## src/hdl/lrupr_pkg.sv

```systemverilog
// Package of the LRU page replacement core: field widths, parameter defaults,
// register map. Depends on nothing.
`timescale 1ns / 1ps

package lrupr_pkg;

    localparam int FRAMES_DEF    = 16;
    localparam int PAGE_BITS_DEF = 16;
    localparam int AGE_BITS_DEF  = 16;

    localparam int PAGE_NUMBER_W  = 16;
    localparam int FRAME_SLOT_W   = 4;
    localparam int EVICTED_PAGE_W = 16;
    localparam int FAULT_COUNT_W  = 32;

    localparam int FRAMES_IN_USE_W = 5;
    localparam logic [FRAMES_IN_USE_W-1:0] FRAMES_IN_USE_RESET = 5'd16;

    localparam int PADDR_W = 3;
    localparam int PDATA_W = 32;

    typedef enum logic [PADDR_W-3:0] {
        REG_FRAMES_IN_USE = 1'b0
    } t_reg_idx;

endpackage

```

## src/hdl/lrupr_if.sv

```systemverilog
// Valid/ready channel interfaces of the LRU page replacement core.
// Depends on lrupr_pkg for the payload widths.
`timescale 1ns / 1ps

interface lrupr_req_if;
    logic                                valid;
    logic                                ready;
    logic [lrupr_pkg::PAGE_NUMBER_W-1:0] page_number;

    modport source (output valid, output page_number, input ready);
    modport sink (input valid, input page_number, output ready);
endinterface

interface lrupr_rsp_if;
    logic                                 valid;
    logic                                 ready;
    logic                                 hit;
    logic [lrupr_pkg::FRAME_SLOT_W-1:0]   frame_slot;
    logic                                 evicted_valid;
    logic [lrupr_pkg::EVICTED_PAGE_W-1:0] evicted_page;
    logic [lrupr_pkg::FAULT_COUNT_W-1:0]  fault_count;

    modport source (output valid, output hit, output frame_slot, output evicted_valid,
                    output evicted_page, output fault_count, input ready);
    modport sink (input valid, input hit, input frame_slot, input evicted_valid,
                  input evicted_page, input fault_count, output ready);
endinterface

```

## src/hdl/lru_page_replacement_core.sv

```systemverilog
// LRU page replacement core with per-frame age counters.
// Depends on lrupr_pkg, lrupr_if.sv and lrupr_ram.
//
// Usage: each transfer on i_req carries one referenced page number. For each
// one, a single result transfer on o_rsp reports hit or fault, the frame that
// holds the page, the evicted page on a replacing miss and the saturating
// fault count. The APB port holds frames_in_use at byte address 0; the user
// must write it only while the core is idle, which the core does not enforce,
// and reads return the stored value. The number of frames in use is clamped
// to 1..FRAMES. The frame table lives in one RAM that is read once per frame
// in use, one frame per cycle, while aged entries are written back in the
// cycle after each read; a final write places the page. The next item is
// accepted in the cycle after the result is loaded, so the core does not take
// a new item before it is through with the last one.
// Reset empties all frames, restores descending ages and clears the fault
// count at once through per-frame valid bits, with no clearing pass.
// A result that the receiver stalls is held in the output register; the core
// still takes the next item and holds its result until the output is free.
`timescale 1ns / 1ps

module lru_page_replacement_core #(
    parameter int FRAMES    = lrupr_pkg::FRAMES_DEF,
    parameter int PAGE_BITS = lrupr_pkg::PAGE_BITS_DEF,
    parameter int AGE_BITS  = lrupr_pkg::AGE_BITS_DEF
) (
    input  logic                            i_clk,
    input  logic                            i_rst_n,
    lrupr_req_if.sink                       i_req,
    lrupr_rsp_if.source                     o_rsp,
    input  logic                            psel,
    input  logic                            penable,
    input  logic                            pwrite,
    input  logic [lrupr_pkg::PADDR_W-1:0]   paddr,
    input  logic [lrupr_pkg::PDATA_W-1:0]   pwdata,
    output logic [lrupr_pkg::PDATA_W-1:0]   prdata,
    output logic                            pready
);

    localparam int AW = (FRAMES > 1) ? $clog2(FRAMES) : 1;
    localparam int CW = $clog2(FRAMES + 1);
    localparam int CFGW = lrupr_pkg::FRAMES_IN_USE_W;

    typedef struct packed {
        logic                 filled;
        logic [PAGE_BITS-1:0] page;
        logic [AGE_BITS-1:0]  age;
    } t_entry;

    localparam int EW = $bits(t_entry);

    typedef enum logic [1:0] {
        S_IDLE,
        S_SCAN,
        S_DRAIN,
        S_FIN
    } t_state;

    t_state                 r_state;
    logic [CFGW-1:0]        r_cfg;
    logic [PAGE_BITS-1:0]   r_page;
    logic [CW-1:0]          r_n;
    logic [CW-1:0]          r_cnt;
    logic                   r_pv;
    logic [AW-1:0]          r_pa;
    logic                   r_hit;
    logic [AW-1:0]          r_hit_slot;
    logic [AGE_BITS-1:0]    r_best_age;
    logic [AW-1:0]          r_best_slot;
    logic                   r_best_filled;
    logic [PAGE_BITS-1:0]   r_best_page;
    logic [FRAMES-1:0]      r_touched;
    logic [lrupr_pkg::FAULT_COUNT_W-1:0]  r_faults;
    logic                                 r_o_valid;
    logic                                 r_o_hit;
    logic [lrupr_pkg::FRAME_SLOT_W-1:0]   r_o_slot;
    logic                                 r_o_ev_valid;
    logic [lrupr_pkg::EVICTED_PAGE_W-1:0] r_o_ev_page;

    logic [CW-1:0]          n_n;
    logic [lrupr_pkg::FAULT_COUNT_W-1:0] n_faults;
    logic [EW-1:0]          ram_rdata;
    t_entry                 rd_ent;
    logic [AGE_BITS-1:0]    aged;
    logic                   match;
    logic                   older;
    logic                   fin_go;
    logic [AW-1:0]          slot;
    logic                   ev_valid;
    logic                   cfg_wr;
    logic                   ram_we;
    logic [AW-1:0]          ram_waddr;
    t_entry                 ram_wdata;

    always_comb begin
        if (r_cfg == '0) begin
            n_n = CW'(1);
        end else if (32'(r_cfg) > 32'(FRAMES)) begin
            n_n = CW'(FRAMES);
        end else begin
            n_n = CW'(r_cfg);
        end
    end

    always_comb begin
        if (r_touched[r_pa]) begin
            rd_ent = t_entry'(ram_rdata);
        end else begin
            rd_ent.filled = 1'b0;
            rd_ent.page   = '0;
            rd_ent.age    = AGE_BITS'(FRAMES - 1) - AGE_BITS'(r_pa);
        end
    end

    assign aged     = (rd_ent.age == '1) ? rd_ent.age : rd_ent.age + 1'b1;
    assign match    = rd_ent.filled && (rd_ent.page == r_page);
    assign older    = (r_pa == '0) || (r_best_age < rd_ent.age);
    assign fin_go   = (r_state == S_FIN) && (!r_o_valid || o_rsp.ready);
    assign slot     = r_hit ? r_hit_slot : r_best_slot;
    assign ev_valid = !r_hit && r_best_filled;
    assign n_faults = (r_hit || r_faults == '1) ? r_faults : r_faults + 1'b1;
    assign cfg_wr   = psel && penable && pwrite &&
                      (paddr[lrupr_pkg::PADDR_W-1:2] == lrupr_pkg::REG_FRAMES_IN_USE);

    always_comb begin
        ram_we    = r_pv || fin_go;
        ram_waddr = r_pv ? r_pa : slot;
        if (r_pv) begin
            ram_wdata.filled = rd_ent.filled;
            ram_wdata.page   = rd_ent.page;
            ram_wdata.age    = aged;
        end else begin
            ram_wdata.filled = 1'b1;
            ram_wdata.page   = r_page;
            ram_wdata.age    = '0;
        end
    end

    lrupr_ram #(
        .WIDTH (EW),
        .DEPTH (FRAMES)
    ) u_ram (
        .i_clk   (i_clk),
        .i_we    (ram_we),
        .i_waddr (ram_waddr),
        .i_wdata (EW'(ram_wdata)),
        .i_re    (r_state == S_SCAN),
        .i_raddr (r_cnt[AW-1:0]),
        .o_rdata (ram_rdata)
    );

    always_ff @(posedge i_clk) begin
        if (!i_rst_n) begin
            r_state   <= S_IDLE;
            r_cfg     <= lrupr_pkg::FRAMES_IN_USE_RESET;
            r_pv      <= 1'b0;
            r_hit     <= 1'b0;
            r_touched <= '0;
            r_faults  <= '0;
            r_o_valid <= 1'b0;
        end else begin
            if (cfg_wr) begin
                r_cfg <= pwdata[CFGW-1:0];
            end
            if (o_rsp.ready && !fin_go) begin
                r_o_valid <= 1'b0;
            end
            r_pv <= (r_state == S_SCAN);
            r_pa <= r_cnt[AW-1:0];
            if (r_pv) begin
                r_touched[r_pa] <= 1'b1;
                if (match && !r_hit) begin
                    r_hit      <= 1'b1;
                    r_hit_slot <= r_pa;
                end
                if (older) begin
                    r_best_age    <= rd_ent.age;
                    r_best_slot   <= r_pa;
                    r_best_filled <= rd_ent.filled;
                    r_best_page   <= rd_ent.page;
                end
            end
            unique case (r_state)
                S_IDLE: begin
                    if (i_req.valid) begin
                        r_page  <= PAGE_BITS'(i_req.page_number);
                        r_n     <= n_n;
                        r_cnt   <= '0;
                        r_hit   <= 1'b0;
                        r_state <= S_SCAN;
                    end
                end
                S_SCAN: begin
                    r_cnt <= r_cnt + 1'b1;
                    if (r_cnt == r_n - 1'b1) begin
                        r_state <= S_DRAIN;
                    end
                end
                S_DRAIN: begin
                    r_state <= S_FIN;
                end
                S_FIN: begin
                    if (fin_go) begin
                        r_touched[slot] <= 1'b1;
                        r_faults        <= n_faults;
                        r_o_valid       <= 1'b1;
                        r_o_hit         <= r_hit;
                        r_o_slot        <= lrupr_pkg::FRAME_SLOT_W'(slot);
                        r_o_ev_valid    <= ev_valid;
                        r_o_ev_page     <= ev_valid ?
                                           lrupr_pkg::EVICTED_PAGE_W'(r_best_page) : '0;
                        r_state         <= S_IDLE;
                    end
                end
            endcase
        end
    end

    assign i_req.ready         = (r_state == S_IDLE) && i_rst_n;
    assign o_rsp.valid         = r_o_valid;
    assign o_rsp.hit           = r_o_hit;
    assign o_rsp.frame_slot    = r_o_slot;
    assign o_rsp.evicted_valid = r_o_ev_valid;
    assign o_rsp.evicted_page  = r_o_ev_page;
    assign o_rsp.fault_count   = r_faults;

    assign pready = 1'b1;
    assign prdata = (paddr[lrupr_pkg::PADDR_W-1:2] == lrupr_pkg::REG_FRAMES_IN_USE) ?
                    lrupr_pkg::PDATA_W'(r_cfg) : '0;

endmodule

```

## src/hdl/lrupr_ram.sv

```systemverilog
// Generic simple dual-port RAM with one write port and a registered read port.
// Depends on nothing.
`timescale 1ns / 1ps

module lrupr_ram #(
    parameter int WIDTH = 8,
    parameter int DEPTH = 16,
    localparam int AW = (DEPTH > 1) ? $clog2(DEPTH) : 1
) (
    input  logic             i_clk,
    input  logic             i_we,
    input  logic [AW-1:0]    i_waddr,
    input  logic [WIDTH-1:0] i_wdata,
    input  logic             i_re,
    input  logic [AW-1:0]    i_raddr,
    output logic [WIDTH-1:0] o_rdata
);

    logic [WIDTH-1:0] r_mem [DEPTH];
    logic [WIDTH-1:0] r_rdata;

    always_ff @(posedge i_clk) begin
        if (i_we) begin
            r_mem[i_waddr] <= i_wdata;
        end
        if (i_re) begin
            r_rdata <= r_mem[i_raddr];
        end
    end

    assign o_rdata = r_rdata;

endmodule

```

## src/flat_wrapper.sv

```systemverilog
// flat-port wrapper written by rule: the top's interface ports become plain ports
module lru_page_replacement_core_flat 
#(
    parameter int FRAMES    = lrupr_pkg::FRAMES_DEF,
    parameter int PAGE_BITS = lrupr_pkg::PAGE_BITS_DEF,
    parameter int AGE_BITS  = lrupr_pkg::AGE_BITS_DEF
)
  (i_clk, i_rst_n, psel, penable, pwrite, paddr, pwdata, prdata, pready, i_req_valid, i_req_page_number, i_req_ready, o_rsp_valid, o_rsp_hit, o_rsp_frame_slot, o_rsp_evicted_valid, o_rsp_evicted_page, o_rsp_fault_count, o_rsp_ready);
  lrupr_req_if i_req_i ();
  lrupr_rsp_if o_rsp_i ();
  input  logic i_clk;
  input  logic i_rst_n;
  input  logic psel;
  input  logic penable;
  input  logic pwrite;
  input  logic [lrupr_pkg::PADDR_W-1:0] paddr;
  input  logic [lrupr_pkg::PDATA_W-1:0] pwdata;
  output logic [lrupr_pkg::PDATA_W-1:0] prdata;
  output logic pready;
  input wire logic [$bits(i_req_i.valid)-1:0] i_req_valid;
  input wire logic [$bits(i_req_i.page_number)-1:0] i_req_page_number;
  output wire logic [$bits(i_req_i.ready)-1:0] i_req_ready;
  output wire logic [$bits(o_rsp_i.valid)-1:0] o_rsp_valid;
  output wire logic [$bits(o_rsp_i.hit)-1:0] o_rsp_hit;
  output wire logic [$bits(o_rsp_i.frame_slot)-1:0] o_rsp_frame_slot;
  output wire logic [$bits(o_rsp_i.evicted_valid)-1:0] o_rsp_evicted_valid;
  output wire logic [$bits(o_rsp_i.evicted_page)-1:0] o_rsp_evicted_page;
  output wire logic [$bits(o_rsp_i.fault_count)-1:0] o_rsp_fault_count;
  input wire logic [$bits(o_rsp_i.ready)-1:0] o_rsp_ready;
  assign i_req_i.valid = i_req_valid;
  assign i_req_i.page_number = i_req_page_number;
  assign i_req_ready = i_req_i.ready;
  assign o_rsp_valid = o_rsp_i.valid;
  assign o_rsp_hit = o_rsp_i.hit;
  assign o_rsp_frame_slot = o_rsp_i.frame_slot;
  assign o_rsp_evicted_valid = o_rsp_i.evicted_valid;
  assign o_rsp_evicted_page = o_rsp_i.evicted_page;
  assign o_rsp_fault_count = o_rsp_i.fault_count;
  assign o_rsp_i.ready = o_rsp_ready;
  lru_page_replacement_core #(.FRAMES(FRAMES), .PAGE_BITS(PAGE_BITS), .AGE_BITS(AGE_BITS)) u_core (.i_clk(i_clk), .i_rst_n(i_rst_n), .i_req(i_req_i), .o_rsp(o_rsp_i), .psel(psel), .penable(penable), .pwrite(pwrite), .paddr(paddr), .pwdata(pwdata), .prdata(prdata), .pready(pready));
endmodule
```

## config.mk

```make
export PLATFORM = sky130hd
export DESIGN_NAME = lru_page_replacement_core_flat
export DESIGN_NICKNAME = d
export VERILOG_FILES = /design/src/hdl/lrupr_pkg.sv /design/src/hdl/lrupr_if.sv /design/src/hdl/lru_page_replacement_core.sv /design/src/hdl/lrupr_ram.sv /design/src/flat_wrapper.sv
export SDC_FILE = /design/constraint.sdc
export NUM_CORES = 1
export LEC_CHECK = 0
export BUFFER_PORTS_ARGS = -buffer_cell sky130_fd_sc_hd__buf_2
export CAP_MARGIN = 20
export CORE_AREA = 3 3 273 275
export CTS_CLUSTER_DIAMETER = 30
export DETAILED_ROUTE_END_ITERATION = 12
export DIE_AREA = 0 0 276 278
export SLEW_MARGIN = 5
export SYNTH_ARGS = -nofsm -noshare
export SYNTH_HDL_FRONTEND = slang
export SYNTH_SLANG_ARGS = --single-unit
```

## constraint.sdc

```tcl
create_clock -name i_clk -period 8.6 [get_ports i_clk]
set_input_delay 1.72 -clock i_clk [delete_from_list [all_inputs] [get_ports i_clk]]
set_output_delay 1.72 -clock i_clk [all_outputs]
set_load 0.01 [all_outputs]
```

Yosys cells after proc, flatten, opt, wreduce, memory -nomap -nowiden. Memory sizes are Yosys's and may differ from the RTL's. A register that Yosys moved wholly into a read port is not among the register bits. Index checks and enable logic that the tools add are counted.

Bits in registers: 151. Memory bits (writable): 528. Input port bits: 58. Output and inout bits: 89. Word-level logic and storage cells: 109. Memories kept: 1.

Memories: u_core.u_ram.r_mem (words 16, width 33, rd ports 1, clocked after Yosys merged registers in 1, write ports 1, line lrupr_ram.sv:19) `logic [WIDTH-1:0] r_mem [DEPTH];`.

Add/subtract/negate cells: 5. Magnitude comparators: 6. Equality and inequality tests: 10. Multiplexer cells: 32. Bitwise gates (word level): 4. Reductions and logical operators: 30.

Operator list (count): $mux W16 (5); $mux W33 (2); $add A32 B1 Y32 const B (1); $eq A32 B32 Y1 const B (1); $or A16 B16 Y16 (2); $reduce_and A3 Y1 (7); $add A16 B1 Y16 const B (1); $eq A16 B16 Y1 (1); $eq A16 B16 Y1 const B (1); $lt A16 B16 Y1 (1); $mux W5 (3); $mux W1 (12); $logic_and A1 B1 Y1 (11); $lt A4 B5 Y1 const B (2); $pmux W5 S2 (1); $demux W1 S4 (2); $ge A4 B1 Y1 const B (2); $mux W4 (2); $pmux W2 S4 (1); $mux W2 (3); $add A5 B1 Y5 const B (1); $eq A5 B5 Y1 (1); $gt A5 B5 Y1 const B (1); $logic_not A5 Y1 (1); other kinds (14) (22).

Longest topological paths before layout.
Depth in word-level cells: 10. Depth in mapped cells: 15. Depth with buffers taken out: 12.

Hierarchy. From an unflattened synthesis, not the netlist that was laid out.

Cell total of the unflattened synthesis: 1703. Area, all modules: 29238.0 um^2.

By module, submodules not included: lrupr_ram (instances 1, cells each 864, area an instance 20961.4 um^2, sequential area each 16846.2 um^2); lru_page_replacement_core (instances 1, cells each 839, area an instance 8276.7 um^2, sequential area each 3953.8 um^2).

Worst setup path after synthesis. Ideal clock, no wire load.

Path kind: register to register. Start point: register u_core.r_pa[1]. End point: register u_core.r_best_age[0], enable pin. Library setup time: 477 ps. Arrival time: 5440 ps. Required time: 8123 ps. Setup slack: 2683 ps. Cell stages (with the launch flop): 16. Buffers on the path: 3. Clock period less this slack: 5917 ps. Cell sequence: edfxtp_1 > buf_4 > mux4_2 > mux2i_4 > mux2i_1 > buf_2 > clkbuf_1 > nand2_1 > ha_1 > a21o_1 > a21o_1 > a21oi_1 > nand2_1 > a221oi_1 > a211oi_1 > nor3_1.

Word-level cells in the longest chain between the ends: 6. Elaborated cells between the ends (all ways): 8. Those cells by class: 1 x add/sub; 1 x order compare; 3 x mux; 3 x reduce/logical.

Ends and longest elaborated chain: from (decl) (line lru_page_replacement_core.sv:64) `logic [AW-1:0] r_pa;`; from (signal assigned) (line lru_page_replacement_core.sv:168) `r_pa <= r_cnt[AW-1:0];`; $bmux W1 S4 (line lru_page_replacement_core.sv:105) `if (r_touched[r_pa]) begin`; $mux W1 (implied by the code) (line lru_page_replacement_core.sv:105); $mux W33 (line lru_page_replacement_core.sv:105); $lt A16 B16 Y1 (line lru_page_replacement_core.sv:116) `assign older = (r_pa == '0) || (r_best_age < rd_ent.age);`; $logic_or A1 B1 Y1 * (line lru_page_replacement_core.sv:116); $reduce_and A3 Y1 (no source line) *; to (signal assigned) (line lru_page_replacement_core.sv:176) `r_best_age <= rd_ent.age;`; to (decl) (line lru_page_replacement_core.sv:67) `logic [AGE_BITS-1:0] r_best_age;`.

Every way passes the cells marked *; elsewhere a longest branch is shown, timed or not. The select of a mux whose other input is x is not followed. A chain may end at the register's enable or synchronous reset.

==> results by group <==
Yosys
  • Avg Cell Area, Syn: 18.32 sq um
  • Number of enable-type register cells in the synthesized netlist: 654
  • Flip-flop and latch count after synthesis: 712
  • Mapped Area: 28910 sq um
  • Number of different library cells in the post-synthesis netlist: 63
  • Proportion of synthesized flip-flops having asynchronous set or reset: 0
  • Warnings, synthesis: 0
  • Syn Inst Count: 1578
  • Share of the yosys chip area belonging to registers: 0.7194
  • Predominant post-synthesis flop cell: sky130_fd_sc_hd__edfxtp_1

Global routing
  • Met1 track demand over resource: 0.2411
  • Total Routing Usage GR: 0.1792
  • Pin count of the biggest net entering global routing: 102
  • Overflow left after global routing: 0
  • Antenna violations before repair: 0
  • Global Route met3 Usage: 0.03792
  • Number of global-route vias before repair: 16107
  • Peak-usage layer in the global routing report: met2
  • Grt met2 use: 0.2904
  • Global-route wire length before repair: 102500 um

Placement
  • PortBufs: 89
  • Total half-perimeter wirelength after legalization and detailed placement: 36200 um
  • Dpl cells: 2602
  • Routability cong.: 0.8066
  • Worst setup slack after placement: 3325 ps

Layout
  • Share of post-route cells with drive strength above 1: 0.3007
  • Area Overhead vs Synth: 22.12%
  • Number of antenna repair diodes: 0
  • Non-filler cells in the finished layout: 2851
  • Fin nets: 1864
  • Final-layout fill cell count: 5958

CTS
  • Max H-tree Level: 4
  • Maximum count of clock buffers along a single path: 3
  • Clock edge transition at the registers on the reported setup and hold paths: 40 ps
  • CTS buffer count: 134
  • Number of gates resized after CTS: 0
  • Number of buffers inserted by hold repair at cts: 0
  • Clock insertion delay at the later pin of the skew report: 710 ps
  • Clock tree from TritonCTS: yes
  • Root Buffer Master: sky130_fd_sc_hd__clkbuf_16
  • Number of buffers inserted to repair setup after CTS: 0
  • Total number of clock tree sinks: 712

Die
  • Top-level port count: 147
  • Chip width: 276 um
  • Std-Cell Rows: 99
  • Area of the core region: 72590 sq um
  • Die area: 76730 sq um
  • Vertical extent of the die: 278 um
  • Effective utilization at floorplan: 0.3983

Drt
  • DRC marker count from the first detailed-route iteration: 1171
  • Residual DRC: 0
  • Total routed wirelength: 67960 um
  • Wire length per cell: 23.84 um
  • Routed via count divided by cell count: 5.413
  • Vias post-DR: 15432
  • Antenna Violating Nets Remaining: 0
  • TritonRoute pass-1 iters: 5

Worst setup path
  • WP data arrival: 5400 ps
  • Largest fanout on the critical path: 16
  • Crit path required time: 8960 ps
  • Startpoint Class: flop
  • Kind of critical path: reg2reg
  • Capturing element type of the critical path: flop

Timing
  • TNS Setup: 0 ps
  • Highest clock rate: 198.6 MHz
  • Number of failing setup endpoints in the final timing report: 0
  • Tcrit/Tclk final: 0.5854
  • Setup slack of the critical path after layout: 3565 ps
  • Transition time of the tightest slew-check pin: 1031 ps
  • Worst max-slew margin expressed relative to the limit: 0.3124
  • Worst-case clock skew: 32.09 ps
  • Final hold violations: 0
  • Minimum clock period after layout: 5035 ps
  • Pins over their slew limit: 0
  • Unrepaired setup endpoints after global routing: no

Pwr
  • Static power due to leakage: 11.79 nW
  • Maximum vdd drop: 0.1551 mV
  • PwrDens: 302.4 nW/um^2
  • Post-layout total power: 10.68 mW

Flow run
  • Max-capacitance violation count: 0

Status
  • Outcome: finished clean

Worst hold path
  • Type of the worst min-delay path: reg2reg
==> final timing paths <==
check / cells past startpoint / to / slack, ps / start
max reg2reg: 10 / u_core.u_ram.r_mem[12][11] / 3570 / u_core.r_pa[1]
min reg2reg: 1 / u_core.r_touched[3] / 480 / u_core.r_touched[3]
max: 10 / u_core.u_ram.r_mem[12][11] / 3570 / u_core.r_pa[1]
min: 1 / u_core.r_touched[3] / 480 / u_core.r_touched[3]
==> through the flow <==
stage          hold WS [ps]  cell area (sq um)    util
2_1_floorplan         406.4              29010       -
4_1_cts               480.6              35290  0.4862
3_5_place_dp          464.9              30670  0.4226
5_1_grt               500.8              35310  0.4864
3_3_place_gp          459.5              30660  0.4225
6_report              479.3              35310  0.4864
==> layer usage <==
layer | vias to the layer above | routed length (um)
met5 | - | 0
met4 | 0 | 1483
met3 | 97 | 4316
met2 | 578 | 33540
met1 | 8103 | 28630
li1 | 6654 | -
==> state kept, by name, summed over array words and instances (netlist names), 4 cells and up <==
register                   cells
u_core.r_cnt                   5
u_core.r_page                 16
u_core.r_pa                    4
u_core.r_best_age             16
u_core.u_ram.o_rdata          33
u_core.r_n                     5
u_core.o_rsp.frame_slot        4
u_core.r_best_page            16
u_core.u_ram.r_mem           528
u_core.o_rsp.evicted_page     16
u_core.r_cfg                   5
u_core.r_hit_slot              4
u_core.r_best_slot             4
u_core.r_touched              16
u_core.o_rsp.fault_count      32
==> report_power, final <==
part | switching [mW] | total, mW | internal [mW]
Sequential | 0.119 | 4.21 | 4.09
Combinational | 0.711 | 1.21 | 0.502
Clock | 1.79 | 5.26 | 3.47
==> critical path: stages, from the launching register on <==
cell and delay, ps:
sky130_fd_sc_hd__edfxtp_1 700, sky130_fd_sc_hd__mux4_2 600, sky130_fd_sc_hd__mux2i_1 450, sky130_fd_sc_hd__mux2_2 610
sky130_fd_sc_hd__a21oi_1 230, sky130_fd_sc_hd__ha_1 290, sky130_fd_sc_hd__and4_1 220, sky130_fd_sc_hd__and4_1 320
sky130_fd_sc_hd__nor4_2 490, sky130_fd_sc_hd__xnor2_1 120, sky130_fd_sc_hd__nor2_1 670
==> layout make-up <==
type | count | area, sq um | share of cell area
Clock buffer | 159 | 3551 | 0.1006
Clock inverter | 88 | 1070 | 0.03030
Multi-Input combinational cell | 753 | 7706 | 0.2183
Timing Repair Buffer | 137 | 818.3 | 0.02318
Tap cell | 959 | 1200 | 0.03398
Inverter | 43 | 161.4 | 0.004571
Sequential cell | 712 | 20800 | 0.5891
==> Yosys cell counts, types with 5 or more instances <==
cell	instances	share of area
sky130_fd_sc_hd__edfxtp_1	654	0.68
sky130_fd_sc_hd__mux4_2	169	0.13
sky130_fd_sc_hd__nor2_1	83	0.011
sky130_fd_sc_hd__and2_1	76	0.016
sky130_fd_sc_hd__nand2_1	59	0.0077
sky130_fd_sc_hd__dfxtp_1	58	0.040
sky130_fd_sc_hd__clkbuf_1	49	0.0064
sky130_fd_sc_hd__inv_1	43	0.0056
sky130_fd_sc_hd__xnor2_1	37	0.011
sky130_fd_sc_hd__nor3_1	30	0.0052
sky130_fd_sc_hd__buf_4	29	0.0075
sky130_fd_sc_hd__nand3_1	28	0.0048
sky130_fd_sc_hd__ha_1	25	0.011
sky130_fd_sc_hd__xor2_1	21	0.0064
sky130_fd_sc_hd__o21ai_0	18	0.0031
sky130_fd_sc_hd__nand4_1	16	0.0035
sky130_fd_sc_hd__o31a_1	16	0.0048
sky130_fd_sc_hd__mux2i_1	15	0.0052
sky130_fd_sc_hd__nor2b_1	15	0.0032
sky130_fd_sc_hd__mux2_2	11	0.0043
sky130_fd_sc_hd__nor4_1	10	0.0022
sky130_fd_sc_hd__a21oi_1	9	0.0016
sky130_fd_sc_hd__buf_1	9	0.0012
sky130_fd_sc_hd__nand2b_1	8	0.0017
sky130_fd_sc_hd__a21o_1	7	0.0018
sky130_fd_sc_hd__buf_2	7	0.0012
sky130_fd_sc_hd__nand3b_1	6	0.0016
sky130_fd_sc_hd__o21a_1	6	0.0016
sky130_fd_sc_hd__and4_1	5	0.0015
sky130_fd_sc_hd__nor4b_1	5	0.0015
==> layout by cell type, fill, tap and decap left out, types with 10 or more instances in the layout <==
master / netlist / routed
sky130_fd_sc_hd__nor2b_1: 15 / 15
sky130_fd_sc_hd__nand2_1: 59 / 59
sky130_fd_sc_hd__nor2_1: 83 / 67
sky130_fd_sc_hd__buf_2: 7 / 89
sky130_fd_sc_hd__buf_4: 29 / 47
sky130_fd_sc_hd__inv_6: 0 / 15
sky130_fd_sc_hd__nor4_1: 10 / 10
sky130_fd_sc_hd__mux2_2: 11 / 11
sky130_fd_sc_hd__xnor2_1: 37 / 37
sky130_fd_sc_hd__o21ai_0: 18 / 18
sky130_fd_sc_hd__nor3_1: 30 / 29
sky130_fd_sc_hd__clkbuf_1: 49 / 18
sky130_fd_sc_hd__xor2_1: 21 / 21
sky130_fd_sc_hd__nand3_1: 28 / 28
sky130_fd_sc_hd__mux2i_1: 15 / 14
sky130_fd_sc_hd__o31a_1: 16 / 16
sky130_fd_sc_hd__nor2_4: 0 / 16
sky130_fd_sc_hd__dfxtp_1: 58 / 57
sky130_fd_sc_hd__inv_1: 43 / 43
sky130_fd_sc_hd__clkinv_1: 0 / 13
sky130_fd_sc_hd__mux4_2: 169 / 169
sky130_fd_sc_hd__edfxtp_1: 654 / 654
sky130_fd_sc_hd__bufinv_16: 0 / 16
sky130_fd_sc_hd__ha_1: 25 / 24
sky130_fd_sc_hd__clkbuf_16: 0 / 137
sky130_fd_sc_hd__clkinvlp_4: 0 / 13
sky130_fd_sc_hd__clkinv_2: 0 / 18
sky130_fd_sc_hd__and2_1: 76 / 76
sky130_fd_sc_hd__conb_1: 2 / 28
sky130_fd_sc_hd__nand4_1: 16 / 16
==> logic make-up (layout without fill, tap and decap cells) <==
| family | after synthesis | after routing | synth area share |
|---|---|---|---|
| AO/OA/AOI/OAI | 83 | 83 | 0.02038 |
| buffers and inverters | 139 | 427 | 0.02263 |
| other | 2 | 28 | 0.0002597 |
| XOR/XNOR | 58 | 58 | 0.01757 |
| flip-flops | 712 | 712 | 0.7194 |
| AND/OR/NAND/NOR | 363 | 363 | 0.06703 |
| adder cells (fa/ha/maj) | 25 | 25 | 0.01082 |
| multiplexers | 196 | 196 | 0.1419 |
No activity file was read; power rests on OpenSTA's default activity.
